$ cat src/hw/rtl/rgb_led_breath_mode_generator_core_macros.svh
// Assertion macros used by the controller of the RGB LED breath generator RTL.
`ifndef RGB_LED_BREATH_MODE_GENERATOR_CORE_MACROS_SVH
`define RGB_LED_BREATH_MODE_GENERATOR_CORE_MACROS_SVH

// Checks a property on every rising clock edge while reset is released.
`define RGBBR_ASSERT(label, clk, rst_n, prop, msg) \
  label: assert property (@(posedge clk) disable iff (!rst_n) (prop)) else $error(msg);

// Checks that the consequent follows the antecedent while reset is released.
`define RGBBR_ASSERT_IMPLY(label, clk, rst_n, ante, cons, msg) \
  label: assert property (@(posedge clk) disable iff (!rst_n) (ante) |-> (cons)) else $error(msg);

// Checks that the consequent holds in the cycle after the antecedent.
`define RGBBR_ASSERT_NEXT(label, clk, rst_n, ante, cons, msg) \
  label: assert property (@(posedge clk) disable iff (!rst_n) (ante) |=> (cons)) else $error(msg);

`endif

$ cat src/hw/rtl/rgbbr_pkg.sv
// Types and constants of the RGB LED breath generator.
package rgbbr_pkg;

  localparam int unsigned FieldW = 16;
  localparam int unsigned CfgW   = 32;
  localparam int unsigned IdxW   = 3;
  localparam int unsigned ModeW  = 3;

  // Register indexes on the configuration port.
  localparam logic [IdxW-1:0] REG_MODE        = 3'd0;
  localparam logic [IdxW-1:0] REG_RED_AMP     = 3'd1;
  localparam logic [IdxW-1:0] REG_GREEN_AMP   = 3'd2;
  localparam logic [IdxW-1:0] REG_BLUE_AMP    = 3'd3;
  localparam logic [IdxW-1:0] REG_RED_STEP    = 3'd4;
  localparam logic [IdxW-1:0] REG_GREEN_STEP  = 3'd5;
  localparam logic [IdxW-1:0] REG_BLUE_STEP   = 3'd6;

  // Mode codes.
  localparam logic [ModeW-1:0] MODE_OFF    = 3'd0;
  localparam logic [ModeW-1:0] MODE_RANDOM = 3'd1;
  localparam logic [ModeW-1:0] MODE_BREATH = 3'd2;
  localparam logic [ModeW-1:0] MODE_RED    = 3'd3;
  localparam logic [ModeW-1:0] MODE_GREEN  = 3'd4;
  localparam logic [ModeW-1:0] MODE_BLUE   = 3'd5;
  localparam logic [ModeW-1:0] MODE_FREEZE = 3'd6;

  // Register values after reset.
  localparam logic [CfgW-1:0] RST_RED_AMP    = 32'd2146992120;
  localparam logic [CfgW-1:0] RST_GREEN_AMP  = 32'd983055000;
  localparam logic [CfgW-1:0] RST_BLUE_AMP   = 32'd2146992120;
  localparam logic [CfgW-1:0] RST_RED_STEP   = 32'd1738;
  localparam logic [CfgW-1:0] RST_GREEN_STEP = 32'd1073743128;
  localparam logic [CfgW-1:0] RST_BLUE_STEP  = 32'd1789592595;

  // Fixed-point constants of the cosine table build.
  localparam logic [63:0] Q30_ONE     = 64'd1073741824;
  localparam logic [63:0] Q30_HALF_PI = 64'd1686629713;
  localparam logic [63:0] COS_MAX     = 64'd32767;

  // Channel numbers.
  localparam logic [1:0] CH_RED   = 2'd0;
  localparam logic [1:0] CH_GREEN = 2'd1;
  localparam logic [1:0] CH_BLUE  = 2'd2;

  // Commands from the controller to the datapath.
  typedef struct packed {
    logic       accept;
    logic       angle;
    logic       look;
    logic       scale;
    logic       sum;
    logic       commit;
    logic [1:0] ch;
  } rgbbr_cmd_t;

  // Status from the datapath to the controller.
  typedef struct packed {
    logic run_breath;
  } rgbbr_status_t;

endpackage

$ cat src/hw/rtl/rgbbr_ctrl.sv
// Controller state machine of the RGB LED breath generator.
`include "rgb_led_breath_mode_generator_core_macros.svh"

module rgbbr_ctrl (
  input  logic                   clk_i,
  input  logic                   rst_ni,
  input  logic                   in_valid_i,
  output logic                   in_stall_o,
  output logic                   out_valid_o,
  input  logic                   out_stall_i,
  input  rgbbr_pkg::rgbbr_status_t status_i,
  output rgbbr_pkg::rgbbr_cmd_t    cmd_o
);

  localparam logic [2:0] S_IDLE  = 3'd0;
  localparam logic [2:0] S_ANGLE = 3'd1;
  localparam logic [2:0] S_LOOK  = 3'd2;
  localparam logic [2:0] S_SCALE = 3'd3;
  localparam logic [2:0] S_SUM   = 3'd4;
  localparam logic [2:0] S_DONE  = 3'd5;

  logic [2:0] state_q, state_d;
  logic [1:0] ch_q, ch_d;
  logic       out_valid_q, out_valid_d;
  logic       accept;
  logic       out_free;

  assign accept   = in_valid_i && (state_q == S_IDLE);
  assign out_free = !out_valid_q || !out_stall_i;

  always_comb begin
    state_d     = state_q;
    ch_d        = ch_q;
    out_valid_d = out_valid_q && out_stall_i;
    cmd_o       = '0;
    cmd_o.ch    = ch_q;
    case (state_q)
      S_IDLE: begin
        if (in_valid_i) begin
          cmd_o.accept = 1'b1;
          ch_d         = rgbbr_pkg::CH_RED;
          state_d      = status_i.run_breath ? S_ANGLE : S_DONE;
        end
      end
      S_ANGLE: begin
        cmd_o.angle = 1'b1;
        state_d     = S_LOOK;
      end
      S_LOOK: begin
        cmd_o.look = 1'b1;
        state_d    = S_SCALE;
      end
      S_SCALE: begin
        cmd_o.scale = 1'b1;
        state_d     = S_SUM;
      end
      S_SUM: begin
        cmd_o.sum = 1'b1;
        if (ch_q == rgbbr_pkg::CH_BLUE) begin
          state_d = S_DONE;
        end else begin
          ch_d    = ch_q + 2'd1;
          state_d = S_ANGLE;
        end
      end
      S_DONE: begin
        if (out_free) begin
          cmd_o.commit = 1'b1;
          out_valid_d  = 1'b1;
          state_d      = S_IDLE;
        end
      end
      default: begin
        state_d = S_IDLE;
      end
    endcase
  end

  always_ff @(posedge clk_i or negedge rst_ni) begin
    if (!rst_ni) begin
      state_q     <= S_IDLE;
      ch_q        <= rgbbr_pkg::CH_RED;
      out_valid_q <= 1'b0;
    end else begin
      state_q     <= state_d;
      ch_q        <= ch_d;
      out_valid_q <= out_valid_d;
    end
  end

  assign in_stall_o  = (state_q != S_IDLE);
  assign out_valid_o = out_valid_q;

  `RGBBR_ASSERT_NEXT(a_accept_busy, clk_i, rst_ni, accept, state_q != S_IDLE, "accepted item left controller idle")
  `RGBBR_ASSERT_NEXT(a_last_channel, clk_i, rst_ni, (state_q == S_SUM) && (ch_q == rgbbr_pkg::CH_BLUE), state_q == S_DONE, "breath sequence did not finish after blue")
  `RGBBR_ASSERT_IMPLY(a_result_from_done, clk_i, rst_ni, $rose(out_valid_q), $past(state_q) == S_DONE, "result appeared outside the commit step")
  `RGBBR_ASSERT(a_channel_range, clk_i, rst_ni, ch_q != 2'd3, "channel counter out of range")

endmodule

$ cat src/hw/rtl/rgbbr_datapath.sv
// Datapath of the RGB LED breath generator: registers, cosine table, shared multiplier.
module rgbbr_datapath #(
  parameter int unsigned COS_TABLE_DEPTH = 256,
  parameter int unsigned LEVEL_WIDTH     = 16
) (
  input  logic                                 clk_i,
  input  logic                                 rst_ni,
  input  logic                                 cfg_we_i,
  input  logic [rgbbr_pkg::IdxW-1:0]           cfg_index_i,
  input  logic [rgbbr_pkg::CfgW-1:0]           cfg_data_i,
  input  logic [31:0]                          tick_count_i,
  input  logic [31:0]                          random_word_i,
  input  rgbbr_pkg::rgbbr_cmd_t                cmd_i,
  output rgbbr_pkg::rgbbr_status_t             status_o,
  output logic [rgbbr_pkg::FieldW-1:0]         red_level_o,
  output logic [rgbbr_pkg::FieldW-1:0]         green_level_o,
  output logic [rgbbr_pkg::FieldW-1:0]         blue_level_o
);

  localparam int unsigned TabIdxW = $clog2(COS_TABLE_DEPTH);
  localparam int unsigned ScaleW  = 14 + $clog2(COS_TABLE_DEPTH + 1);
  localparam int unsigned LvlW    = LEVEL_WIDTH;

  // One Horner step: one minus the product, saturated at zero (Q30).
  function automatic logic [63:0] one_minus(input logic [63:0] p);
    return (p >= rgbbr_pkg::Q30_ONE) ? 64'd0 : rgbbr_pkg::Q30_ONE - p;
  endfunction

  // Quarter-wave cosine in Q1.15, from a Q30 Taylor series to the tenth power.
  function automatic logic [14:0] cos_entry(input int unsigned i);
    logic [63:0] th;
    logic [63:0] t2;
    logic [63:0] r;
    logic [63:0] v;
    th = (rgbbr_pkg::Q30_HALF_PI * 64'(i)) / 64'(COS_TABLE_DEPTH);
    t2 = (th * th) >> 30;
    r  = one_minus(((t2 * rgbbr_pkg::Q30_ONE) >> 30) / 64'd90);
    r  = one_minus(((t2 * r) >> 30) / 64'd56);
    r  = one_minus(((t2 * r) >> 30) / 64'd30);
    r  = one_minus(((t2 * r) >> 30) / 64'd12);
    r  = one_minus(((t2 * r) >> 30) / 64'd2);
    v  = (r * 64'd32768 + (64'd1 << 29)) >> 30;
    if (v > rgbbr_pkg::COS_MAX) begin
      v = rgbbr_pkg::COS_MAX;
    end
    return v[14:0];
  endfunction

  // Constant cosine table, one entry per step of the first quarter turn.
  logic [14:0]                 cos_rom   [COS_TABLE_DEPTH];

  for (genvar gi = 0; gi < COS_TABLE_DEPTH; gi++) begin : g_cos_rom
    assign cos_rom[gi] = cos_entry(gi);
  end

  // Configuration and state.
  logic [rgbbr_pkg::ModeW-1:0] mode_q;
  logic [31:0]                 amp_off_q [3];
  logic [31:0]                 step_ph_q [3];
  logic [LvlW-1:0]             hold_q    [3];
  logic [LvlW-1:0]             hold_d    [3];
  logic                        frozen_q, frozen_d;

  // Working registers of one item.
  logic [15:0]                 tick_q;
  logic [31:0]                 rand_q;
  logic signed [33:0]          prod_q;
  logic signed [16:0]          cos_q;
  logic [LvlW-1:0]             out_q     [3];

  // Shared multiplier.
  logic signed [16:0]          mul_a, mul_b;
  logic signed [33:0]          mul_p;

  logic [31:0]                 amp_off_sel, step_ph_sel;

  // Angle and table lookup.
  logic [15:0]                 angle;
  logic [14:0]                 q_arg;
  logic [ScaleW-1:0]           scaled;
  logic [TabIdxW-1:0]          tab_idx;
  logic [14:0]                 tab_val;
  logic signed [16:0]          cos_d;

  // Sum and saturation.
  logic signed [33:0]          total;
  logic [15:0]                 lvl16;

  // Random colour.
  logic [15:0]                 rnd_r, rnd_g, rnd_b;
  logic [15:0]                 rz_r, rz_g, rz_b;
  logic [LvlW-1:0]             full;

  assign amp_off_sel = amp_off_q[cmd_i.ch];
  assign step_ph_sel = step_ph_q[cmd_i.ch];

  assign status_o.run_breath = (mode_q == rgbbr_pkg::MODE_BREATH) && !frozen_q;

  always_comb begin
    if (cmd_i.angle) begin
      mul_a = $signed({1'b0, tick_q});
      mul_b = $signed({1'b0, step_ph_sel[15:0]});
    end else begin
      mul_a = $signed({1'b0, amp_off_sel[15:0]});
      mul_b = cos_q;
    end
    mul_p = mul_a * mul_b;
  end

  // Quadrants one and three mirror the angle; one and two negate.
  always_comb begin
    angle   = prod_q[15:0] + step_ph_sel[31:16];
    q_arg   = angle[14] ? (15'd16384 - {1'b0, angle[13:0]}) : {1'b0, angle[13:0]};
    scaled  = ScaleW'(q_arg[13:0]) * ScaleW'(COS_TABLE_DEPTH);
    tab_idx = scaled[14 +: TabIdxW];
    tab_val = cos_rom[tab_idx];
    if (q_arg[14]) begin
      cos_d = '0;
    end else if (angle[15] ^ angle[14]) begin
      cos_d = -$signed({2'b00, tab_val});
    end else begin
      cos_d = $signed({2'b00, tab_val});
    end
  end

  always_comb begin
    total = $signed({3'b000, amp_off_sel[31:16], 15'd0}) + prod_q;
    if (total[33]) begin
      lvl16 = '0;
    end else if (|total[33:31]) begin
      lvl16 = 16'hFFFF;
    end else begin
      lvl16 = total[30:15];
    end
  end

  // Random colour with the smallest channel zeroed.
  always_comb begin
    rnd_r = rand_q[31:16];
    rnd_g = {1'b0, rand_q[14:1], 1'b0};
    rnd_b = {rand_q[7:0], 8'd0};
    rz_r  = rnd_r;
    rz_g  = rnd_g;
    rz_b  = rnd_b;
    if (rnd_r < rnd_g) begin
      if (rnd_r < rnd_b) begin
        rz_r = '0;
      end else begin
        rz_b = '0;
      end
    end else if (rnd_g > rnd_b) begin
      rz_b = '0;
    end else begin
      rz_g = '0;
    end
  end

  assign full = '1;

  // Levels committed at the end of an item.
  always_comb begin
    hold_d   = hold_q;
    frozen_d = frozen_q;
    if (!frozen_q) begin
      case (mode_q)
        rgbbr_pkg::MODE_RANDOM: begin
          hold_d[0] = rz_r[15 -: LvlW];
          hold_d[1] = rz_g[15 -: LvlW];
          hold_d[2] = rz_b[15 -: LvlW];
          frozen_d  = 1'b1;
        end
        rgbbr_pkg::MODE_BREATH, rgbbr_pkg::MODE_FREEZE: begin
          hold_d = hold_q;
        end
        rgbbr_pkg::MODE_RED: begin
          hold_d[0] = full;
          hold_d[1] = '0;
          hold_d[2] = '0;
        end
        rgbbr_pkg::MODE_GREEN: begin
          hold_d[0] = '0;
          hold_d[1] = full;
          hold_d[2] = '0;
        end
        rgbbr_pkg::MODE_BLUE: begin
          hold_d[0] = '0;
          hold_d[1] = '0;
          hold_d[2] = full;
        end
        default: begin
          hold_d[0] = '0;
          hold_d[1] = '0;
          hold_d[2] = '0;
        end
      endcase
    end
  end

  always_ff @(posedge clk_i or negedge rst_ni) begin
    if (!rst_ni) begin
      mode_q       <= rgbbr_pkg::MODE_BREATH;
      amp_off_q[0] <= rgbbr_pkg::RST_RED_AMP;
      amp_off_q[1] <= rgbbr_pkg::RST_GREEN_AMP;
      amp_off_q[2] <= rgbbr_pkg::RST_BLUE_AMP;
      step_ph_q[0] <= rgbbr_pkg::RST_RED_STEP;
      step_ph_q[1] <= rgbbr_pkg::RST_GREEN_STEP;
      step_ph_q[2] <= rgbbr_pkg::RST_BLUE_STEP;
      hold_q[0]    <= '0;
      hold_q[1]    <= '0;
      hold_q[2]    <= '0;
      frozen_q     <= 1'b0;
    end else begin
      if (cfg_we_i) begin
        case (cfg_index_i)
          rgbbr_pkg::REG_MODE: begin
            mode_q   <= cfg_data_i[rgbbr_pkg::ModeW-1:0];
            frozen_q <= 1'b0;
          end
          rgbbr_pkg::REG_RED_AMP:    amp_off_q[0] <= cfg_data_i;
          rgbbr_pkg::REG_GREEN_AMP:  amp_off_q[1] <= cfg_data_i;
          rgbbr_pkg::REG_BLUE_AMP:   amp_off_q[2] <= cfg_data_i;
          rgbbr_pkg::REG_RED_STEP:   step_ph_q[0] <= cfg_data_i;
          rgbbr_pkg::REG_GREEN_STEP: step_ph_q[1] <= cfg_data_i;
          rgbbr_pkg::REG_BLUE_STEP:  step_ph_q[2] <= cfg_data_i;
          default: begin
          end
        endcase
      end
      if (cmd_i.sum) begin
        hold_q[cmd_i.ch] <= lvl16[15 -: LvlW];
      end
      if (cmd_i.commit) begin
        hold_q   <= hold_d;
        frozen_q <= frozen_d;
      end
    end
  end

  always_ff @(posedge clk_i) begin
    if (cmd_i.accept) begin
      tick_q <= tick_count_i[15:0];
      rand_q <= random_word_i;
    end
    if (cmd_i.angle || cmd_i.scale) begin
      prod_q <= mul_p;
    end
    if (cmd_i.look) begin
      cos_q <= cos_d;
    end
    if (cmd_i.commit) begin
      out_q <= hold_d;
    end
  end

  assign red_level_o   = rgbbr_pkg::FieldW'(out_q[0]);
  assign green_level_o = rgbbr_pkg::FieldW'(out_q[1]);
  assign blue_level_o  = rgbbr_pkg::FieldW'(out_q[2]);

endmodule

$ cat src/hw/rtl/rgb_led_breath_mode_generator_core.sv
// Top level of the RGB LED breath and colour mode generator.

// Each accepted item (a tick count and a random word) yields one result item with the
// red, green and blue PWM compare levels. In breath mode every channel is computed in
// turn on one shared 17 by 17 bit multiplier in four steps: the angle product, a
// quarter-wave cosine table lookup, the amplitude product and the offset sum with
// saturation. A breath item runs through the four steps of each of the three channels
// and then a commit step, after which the controller is idle and can take the next
// item. Off, random, solid and freeze items go from acceptance straight to the commit
// step. One item is worked on at a time; the input stalls while it is in progress. The
// result sits in an output register, so a new item is taken while the previous result
// still waits; only the commit of the next result waits for the output to drain.
// Configuration is written through a plain write port and must only be written while
// the block is idle. Writing the mode register also releases the freeze that random
// mode leaves behind. Levels are scaled down to LEVEL_WIDTH bits and sent
// zero-extended on the 16-bit level ports.
module rgb_led_breath_mode_generator_core #(
  parameter int unsigned COS_TABLE_DEPTH = 256,
  parameter int unsigned LEVEL_WIDTH     = 16
) (
  input  logic                         clk_i,
  input  logic                         rst_ni,
  input  logic                         cfg_we_i,
  input  logic [rgbbr_pkg::IdxW-1:0]   cfg_index_i,
  input  logic [rgbbr_pkg::CfgW-1:0]   cfg_data_i,
  input  logic                         in_valid_i,
  output logic                         in_stall_o,
  input  logic [31:0]                  tick_count_i,
  input  logic [31:0]                  random_word_i,
  output logic                         out_valid_o,
  input  logic                         out_stall_i,
  output logic [rgbbr_pkg::FieldW-1:0] red_level_o,
  output logic [rgbbr_pkg::FieldW-1:0] green_level_o,
  output logic [rgbbr_pkg::FieldW-1:0] blue_level_o
);

  rgbbr_pkg::rgbbr_cmd_t    cmd;
  rgbbr_pkg::rgbbr_status_t status;

  // The controller sequences the channels and owns both handshakes.
  rgbbr_ctrl u_ctrl (
    .clk_i       (clk_i),
    .rst_ni      (rst_ni),
    .in_valid_i  (in_valid_i),
    .in_stall_o  (in_stall_o),
    .out_valid_o (out_valid_o),
    .out_stall_i (out_stall_i),
    .status_i    (status),
    .cmd_o       (cmd)
  );

  // The datapath holds the registers, the cosine table and the multiplier.
  rgbbr_datapath #(
    .COS_TABLE_DEPTH (COS_TABLE_DEPTH),
    .LEVEL_WIDTH     (LEVEL_WIDTH)
  ) u_datapath (
    .clk_i         (clk_i),
    .rst_ni        (rst_ni),
    .cfg_we_i      (cfg_we_i),
    .cfg_index_i   (cfg_index_i),
    .cfg_data_i    (cfg_data_i),
    .tick_count_i  (tick_count_i),
    .random_word_i (random_word_i),
    .cmd_i         (cmd),
    .status_o      (status),
    .red_level_o   (red_level_o),
    .green_level_o (green_level_o),
    .blue_level_o  (blue_level_o)
  );

endmodule

$ cat config.mk
export PLATFORM = sky130hd
export DESIGN_NAME = rgb_led_breath_mode_generator_core
export DESIGN_NICKNAME = d
export VERILOG_FILES = /design/src/hw/rtl/rgbbr_pkg.sv /design/src/hw/rtl/rgbbr_ctrl.sv /design/src/hw/rtl/rgbbr_datapath.sv /design/src/hw/rtl/rgb_led_breath_mode_generator_core.sv
export VERILOG_INCLUDE_DIRS = /design/src /design/src/hw/rtl
export SDC_FILE = /design/constraint.sdc
export NUM_CORES = 2
export LEC_CHECK = 0
export BUFFER_PORTS_ARGS = -buffer_cell sky130_fd_sc_hd__buf_4
export CORE_ASPECT_RATIO = 1.5
export CORE_MARGIN = 5
export CORE_UTILIZATION = 31
export DETAILED_ROUTE_END_ITERATION = 8
export GPL_TIMING_DRIVEN = 1
export MAX_ROUTING_LAYER = met4
export PLACE_DENSITY = 0.46
export SETUP_SLACK_MARGIN = 0.3
export SYNTH_ARGS = -nofsm -noshare
export SYNTH_HDL_FRONTEND = slang
export SYNTH_SLANG_ARGS = --single-unit
export TNS_END_PERCENT = 100
$ cat constraint.sdc
create_clock -name clk_i -period 10.54 [get_ports clk_i]
set_input_delay 0.527 -clock clk_i [delete_from_list [all_inputs] [get_ports clk_i]]
set_output_delay 0.527 -clock clk_i [all_outputs]
set_load 0.02 [all_outputs]
# Yosys cells after proc, flatten, opt, wreduce, memory -nomap -nowiden
# Memories as Yosys holds them, arrays and structs flattened.
# Cells that the tools add are included.
[totals] reg_bits=397 romBits=3840 in_bits=104 elab_cells=139 n_memories=1
[classes] n_addsub=5 n_mul=1 magnitude_cmp=6 eq_ne=21 mux=51 bitwise_logic=4 n_reduce_logical=28
[memory_table] name="(no name shown)" depth=256 width=15 read_ports=1 rd_ports_with_merged_regs=0 wr=0 line_no="rgbbr_datapath.sv:116" source="tab_val = cos_rom[tab_idx];"
[ops] cell="one-hot mux 48 bit (5 select lines)" count=1
[ops] cell="2-to-1 mux 16 bit" count=10
[ops] cell="2-to-1 mux 48 bit" count=3
[ops] cell="binary-select mux 32 bit (select 2 bit)" count=2
[ops] cell="2-to-1 mux 32 bit" count=4
[ops] cell="2-to-1 mux 15 bit" count=5
[ops] cell="bitwise mux 48 bit" count=1
[ops] cell="adder 32 x 34 -> 34 bit" count=1
[ops] cell="multiplier 17 x 17 -> 34 bit" count=1
[ops] cell="demux 16 bit (select 2 bit)" count=1
[ops] cell="== test 3 bit (second input constant)" count=8
[ops] cell="== test 3 x 2 -> 1 bit (second input constant)" count=6
[ops] cell="one-hot mux 3 bit (6 select lines)" count=1
[ops] cell="AND reduction 2 bit" count=9
[ops] cell="2-to-1 mux 17 bit" count=1
[ops] cell="negation 15 -> 17 bit" count=1
[ops] cell="adder 16 bit" count=1
[ops] cell="greater-than comparator 15 x 16 -> 1 bit" count=1
[ops] cell="< comparator 16 x 15 -> 1 bit" count=1
[ops] cell="< comparator 16 bit" count=1
[ops] cell="2-to-1 mux 1 bit" count=15
[ops] cell="subtractor 15 x 14 -> 15 bit (first input constant)" count=1
[ops] cell="2-to-1 mux 3 bit" count=4
[ops] cell="== test 3 x 1 -> 1 bit (second input constant)" count=3
[ops] cell="22 further kinds" count=34

# Depth between registers and ports, before layout
[logic_depth] word_depth=13 depth_mapped=37

# Hierarchy
# From an unflattened synthesis, not the netlist that was laid out.
[unflattened] cells_unflattened=3892 hier_area_um2=35764.3
[by_module_without_submodules] mod="rgbbr_datapath" instances=1 cells_each=3852 area_each_um2=35381.4 seq_area_each_um2=10598.9
[by_module_without_submodules] mod="rgbbr_ctrl" instances=1 cells_each=40 area_each_um2=382.9 seq_area_each_um2=150.1

# Least setup slack after synthesis
# OpenSTA, ideal clock, no wires.
[synth_path] kind="reg-to-reg" start="register u_ctrl.ch_q[0]" end="register u_datapath.prod_q[33], data pin" setup_ps=260 t_arrival_ps=8439 path_slack_ps=1841 path_stages_with_launch=31 path_buffers=4 cell_sequence="dfrtp_1 > clkbuf_1 > buf_1 > buf_1 > mux2i_1 > o211ai_1 > o21ai_1 > clkbuf_1 > nor2_1 > fa_1 > inv_1 > fa_1 > fa_1 > inv_1 > fa_1 > fa_1 > inv_1 > fa_1 > inv_1 > ha_1 > a2111oi_0 > nand3b_1 > o21ai_0 > o21ai_0 > a2111oi_0 > o21bai_1 > and4_1 > a2111oi_0 > o21ai_0 > a21oi_1 > xnor2_1"
[synth_between] elab_chain_len=6
[synth_rtl] item="start, declared" line_no="rgbbr_ctrl.sv:23" source="logic [1:0] ch_q, ch_d;"
[synth_rtl] item="start signal, assigned" line_no="rgbbr_ctrl.sv:82" source="ch_q <= rgbbr_pkg::CH_RED;"
[synth_rtl] item="start signal, assigned" line_no="rgbbr_ctrl.sv:86" source="ch_q <= ch_d;"
[synth_rtl] item="NOT 2 -> 3 bit (implied by the code) (*)" line_no="rgbbr_datapath.sv:94, rgbbr_datapath.sv:95"
[synth_rtl] item="binary-select mux 32 bit (select 2 bit) (on tied branches)" line_no="rgbbr_datapath.sv:94, rgbbr_datapath.sv:95"
[synth_rtl] item="2-to-1 mux 32 bit (on tied branches) (2 in a row)" line_no="rgbbr_datapath.sv:94, rgbbr_datapath.sv:95"
[synth_rtl] item="2-to-1 mux 16 bit / 2-to-1 mux 17 bit (equally long branches)" line_no="rgbbr_datapath.sv:100" source="if (cmd_i.angle) begin"
[synth_rtl] item="multiplier 17 x 17 -> 34 bit (*)" line_no="rgbbr_datapath.sv:107" source="mul_p = mul_a * mul_b;"
[synth_rtl] item="net u_datapath.mul_p[33]" line_no="rgbbr_datapath.sv:73" source="logic signed [33:0] mul_p;"
[synth_rtl] item="end signal, assigned" line_no="rgbbr_datapath.sv:245" source="prod_q <= mul_p;"
[synth_rtl] item="end, declared" line_no="rgbbr_datapath.sv:67" source="logic signed [33:0] prod_q;"
# The timed path passes the listed nets; every way through them passes the cells marked *. The select of a mux whose other input is x is not followed.
# A chain may end at the register's enable or synchronous reset.

# Worst setup path in the final report
[layout_path] start="register u_ctrl.state_q[2]" end="register u_datapath.prod_q[33], data pin"
[layout_between] elab_chain_len=4
[layout_rtl] item="start, declared" line_no="rgbbr_ctrl.sv:22" source="logic [2:0] state_q, state_d;"
[layout_rtl] item="start signal, assigned" line_no="rgbbr_ctrl.sv:85" source="state_q <= state_d;"
[layout_rtl] item="== test 3 x 1 -> 1 bit (*)" line_no="rgbbr_ctrl.sv:37" source="case (state_q)"
[layout_rtl] item="2-to-1 mux 1 bit (*)" line_no="rgbbr_ctrl.sv:37"
[layout_rtl] item="2-to-1 mux 16 bit / 2-to-1 mux 17 bit (equally long branches)" line_no="rgbbr_datapath.sv:100"
[layout_rtl] item="multiplier 17 x 17 -> 34 bit (*)" line_no="rgbbr_datapath.sv:107"
[layout_rtl] item="net u_datapath.mul_p[33]" line_no="rgbbr_datapath.sv:73"
# The timed path passes the listed nets; every way through them passes the cells marked *.

==> results by group <==
Outcome
  – Result of the run: finished with violations
  – Failing checks: negative hold slack

Finish
  – Most frequent cells in the layout: sky130_fd_sc_hd__inv_1, sky130_fd_sc_hd__buf_4, sky130_fd_sc_hd__nand2_1, sky130_fd_sc_hd__nor2_1, sky130_fd_sc_hd__o21ai_0
  – Sequential Area: 0.01075 sq mm
  – Filler cell count in the final layout: 12.01k
  – Layout cells sized above 1: 20.27%
  – Most common cell after layout, fill and taps aside: sky130_fd_sc_hd__inv_1
  – Fin cells: 5643
  – Footprint of the multi-input gates: 0.02295 sq mm
  – Area growth syn-to-layout: 14.48%
  – Layout Nets: 4591

Global route
  – Pin count of the biggest net entering global routing: 151
  – Number of global-route vias before repair: 32.36k
  – Overflow left after global routing: 0
  – Initial antenna violation count: 3
  – First-pass GRT wire length: 229700 um
  – Total routing resource utilization after global routing: 25.93%

Synth
  – Number of synthesized flops with an enable pin: 146
  – Proportion of synthesized chip area in sequential cells: 29.84%
  – Synthesized instance count: 3887
  – Main synth FF type: sky130_fd_sc_hd__dfrtp_1
  – Post-synth net total: 4419
  – Cell area after synthesis: 0.03603 sq mm
  – Flip-flop and latch count after synthesis: 396
  – Count of different cell masters after synthesis: 112
  – Async S/R FF share, synth: 63.13%
  – Ys Warns: 0
  – Avg Synthesized Cell Area: 9.269 sq um

STA
  – Slew margin rel.: 1.234%
  – Worst setup skew after layout: 0.04137 ns
  – Max frequency: 107.2 MHz
  – Hold slack: -0.02132 ns
  – Clock period minus final worst setup slack: 9.332 ns
  – Worst Max-Slew Pin Slew: 1.481 ns
  – Portion of the clock cycle consumed by the worst path in the final layout: 88.54%
  – Final number of hold-violating endpoints: 3
  – Max Slew Vio Count: 0
  – Unrepaired setup endpoints after global routing: false
  – Final setup viols: 0
  – Total Negative Setup Slacks: 0 ns

Drt
  – Met1 layer wirelength in the final routing: 57310 um
  – Routed vias: 32.10k
  – Total detailed-routing wirelength: 159300 um
  – Antenna-violating nets left: 0
  – Detailed-routed wire length on met3: 10350 um
  – Total iterations of the first detailed-routing run: 6
  – Post-detailed-route wirelength per cell: 28.24 um
  – Uppermost routed layer: met4
  – Via density per instance: 5.688
  – DRT iter0 DRCs: 2966
  – Post-route DRC: 0
  – Routed met2 length: 78490 um

CTS
  – Latest clock arrival within the worst-skew pair: 0.57 ns
  – TritonCTS clock tree: built
  – Clock transition at the register clock pins on the worst setup and hold paths after CTS: 0.07 ns
  – Root buffer cell: sky130_fd_sc_hd__clkbuf_16
  – Clock buffers created by TritonCTS: 39
  – Post-cts sizing count: 0
  – Largest buffer count on any clock path: 3
  – Number of post-CTS setup repair buffers: 0
  – Sink count of the clock tree: 396
  – Htree depth: 2
  – Hold-fix buffers at CTS: 0

Die
  – Total number of placement rows: 153
  – Initial core utilization: 31.16%
  – Total core area: 0.1156 sq mm
  – Chip Width: 288.3 um
  – Overall die area: 0.1233 sq mm
  – Die Y: 427.5 um
  – # IOs: 154

Place
  – Gpl congestion: 1.111
  – Detailed placer's ending HPWL: 118000 um
  – Input/output buffers: 136
  – Placed cell count: 5567

Critical path
  – Delay contributed by the slowest stage of the critical path: 0.71 ns
  – Reg2reg start: u_ctrl.state_q[2]$_DFFE_PN0P_
  – Required time of the worst setup path: 10.85 ns
  – Most common cell type on the critical path: sky130_fd_sc_hd__fa_1
  – Crit path kind: reg2reg
  – Critical Path Start: u_ctrl.state_q[2]$_DFFE_PN0P_
  – Worst setup endpoint: u_datapath.prod_q[33]$_DFFE_PP_
  – Critical-path cell with the highest stage delay: sky130_fd_sc_hd__o21ai_1
  – Count of cells along the worst register-to-register path: 28
  – Type of origin of the critical path: flip-flop
  – Worst endpoint data arrival time: 9.64 ns
  – CP Capture Type: flip-flop
  – Worst reg2reg endpoint: u_datapath.prod_q[33]$_DFFE_PP_
  – Register-to-Register Setup Slack: 1.21 ns
  – Crit Path Max Fanout: 67

Flow run
  – Max-cap violations: 0

Min path
  – Tightest Hold Check Type: in2async
## worst max-delay path, delay by kind of cell (launching register included)
kind | cells | cell delay [ns]
buffers and inverters | 6 | 0.77
adders and majority gates | 7 | 3.42
xor gates and xnor gates | 1 | 0.08
DFF | 1 | 0.55
and+or+nand+nor | 4 | 0.84
AOI/OAI and AO/OA | 10 | 3.35
## per-stage QoR
step,area (sq um),worst slack (ns),util [%]
6_report,41240,1.208,35.67
2_1_floorplan,36030,1.841,-
3_3_place_gp,39970,1.228,34.57
5_1_grt,41240,0.4882,35.67
4_1_cts,41220,1.214,35.65
3_5_place_dp,39970,1.272,34.57
## registers in the layout (all words and copies together) (netlist names), 17 cells and up
signal and flops:
u_datapath.step_ph_q 96, u_datapath.amp_off_q 96, u_datapath.rand_q 31, u_datapath.hold_q 48, u_datapath.cos_q 17, u_datapath.prod_q 34
## routing by layer
metal  vias up  global-route usage (%)
li1      14180                       -
met1     15960                   28.16
met2      1431                   44.13
met3       527                   4.081
met4         0                   16.56
met5         -                       -
## layout make-up
type	count	share of cell area (%)
diodes	3	0.01820
clock buffers	54	2.715
clock inverters	18	0.3276
inverters	388	3.531
multi-input cells	2858	55.65
flip-flops and latches	396	26.07
well taps	1550	4.702
repair buffers	376	6.984
## kinds of logic (layout without fill, tap and decap cells)
kind of cell	count (synthesis)	count (layout)	synth area share, %
mux	310	310	9.415
other cells	0	3	0
xor+xnor	72	72	1.980
buf+inv	633	836	6.859
fa+ha+maj	429	429	19.33
compound gates	1033	1033	19.88
flops	396	396	29.84
simple gates	1014	1014	12.70
## worst min path at each step
stage | slack [ns] | cells past startpoint | start | end
2_1_floorplan | 0.23 | 0 | rst_ni | u_ctrl.ch_q[0]$_DFFE_PN0P_
3_3_place_gp | 0.47 | 2 | u_datapath.hold_q[13]$_DFFE_PN0P_ | u_datapath.hold_q[13]$_DFFE_PN0P_
3_5_place_dp | 0.47 | 2 | u_datapath.hold_q[8]$_DFFE_PN0P_ | u_datapath.hold_q[8]$_DFFE_PN0P_
4_1_cts | 0.01 | 1 | rst_ni | u_datapath.amp_off_q[38]$_DFFE_PN0P_
5_1_grt | 0.04 | 1 | rst_ni | u_datapath.amp_off_q[40]$_DFFE_PN0P_
6_report | -0.02 | 1 | rst_ni | u_datapath.amp_off_q[40]$_DFFE_PN0P_
## Yosys cell counts, types with 32 or more instances
cell type | number | share of area (%)
sky130_fd_sc_hd__mux2i_1 | 97 | 2.7
sky130_fd_sc_hd__nand2_1 | 345 | 3.6
sky130_fd_sc_hd__o22ai_1 | 35 | 0.61
sky130_fd_sc_hd__o221ai_1 | 57 | 1.4
sky130_fd_sc_hd__o211ai_1 | 41 | 0.85
sky130_fd_sc_hd__mux2_2 | 211 | 6.6
sky130_fd_sc_hd__a221oi_1 | 33 | 0.80
sky130_fd_sc_hd__fa_1 | 213 | 12
sky130_fd_sc_hd__nor3_1 | 60 | 0.83
sky130_fd_sc_hd__edfxtp_1 | 146 | 12
sky130_fd_sc_hd__a211oi_1 | 39 | 0.81
sky130_fd_sc_hd__o21ai_0 | 237 | 3.3
sky130_fd_sc_hd__ha_1 | 215 | 7.5
sky130_fd_sc_hd__buf_2 | 49 | 0.68
sky130_fd_sc_hd__nor2_1 | 345 | 3.6
sky130_fd_sc_hd__clkbuf_1 | 170 | 1.8
sky130_fd_sc_hd__nand3_1 | 42 | 0.58
sky130_fd_sc_hd__nand2b_1 | 59 | 1.0
sky130_fd_sc_hd__dfrtp_1 | 163 | 11
sky130_fd_sc_hd__dfstp_2 | 87 | 6.3
sky130_fd_sc_hd__a21oi_1 | 188 | 2.6
sky130_fd_sc_hd__a21o_1 | 65 | 1.4
sky130_fd_sc_hd__a31oi_1 | 32 | 0.56
sky130_fd_sc_hd__xnor2_1 | 50 | 1.2
sky130_fd_sc_hd__inv_1 | 385 | 4.0
Power is not shown: default switching activity piles up to over one toggle a cycle in this logic, so the estimate is an artifact.
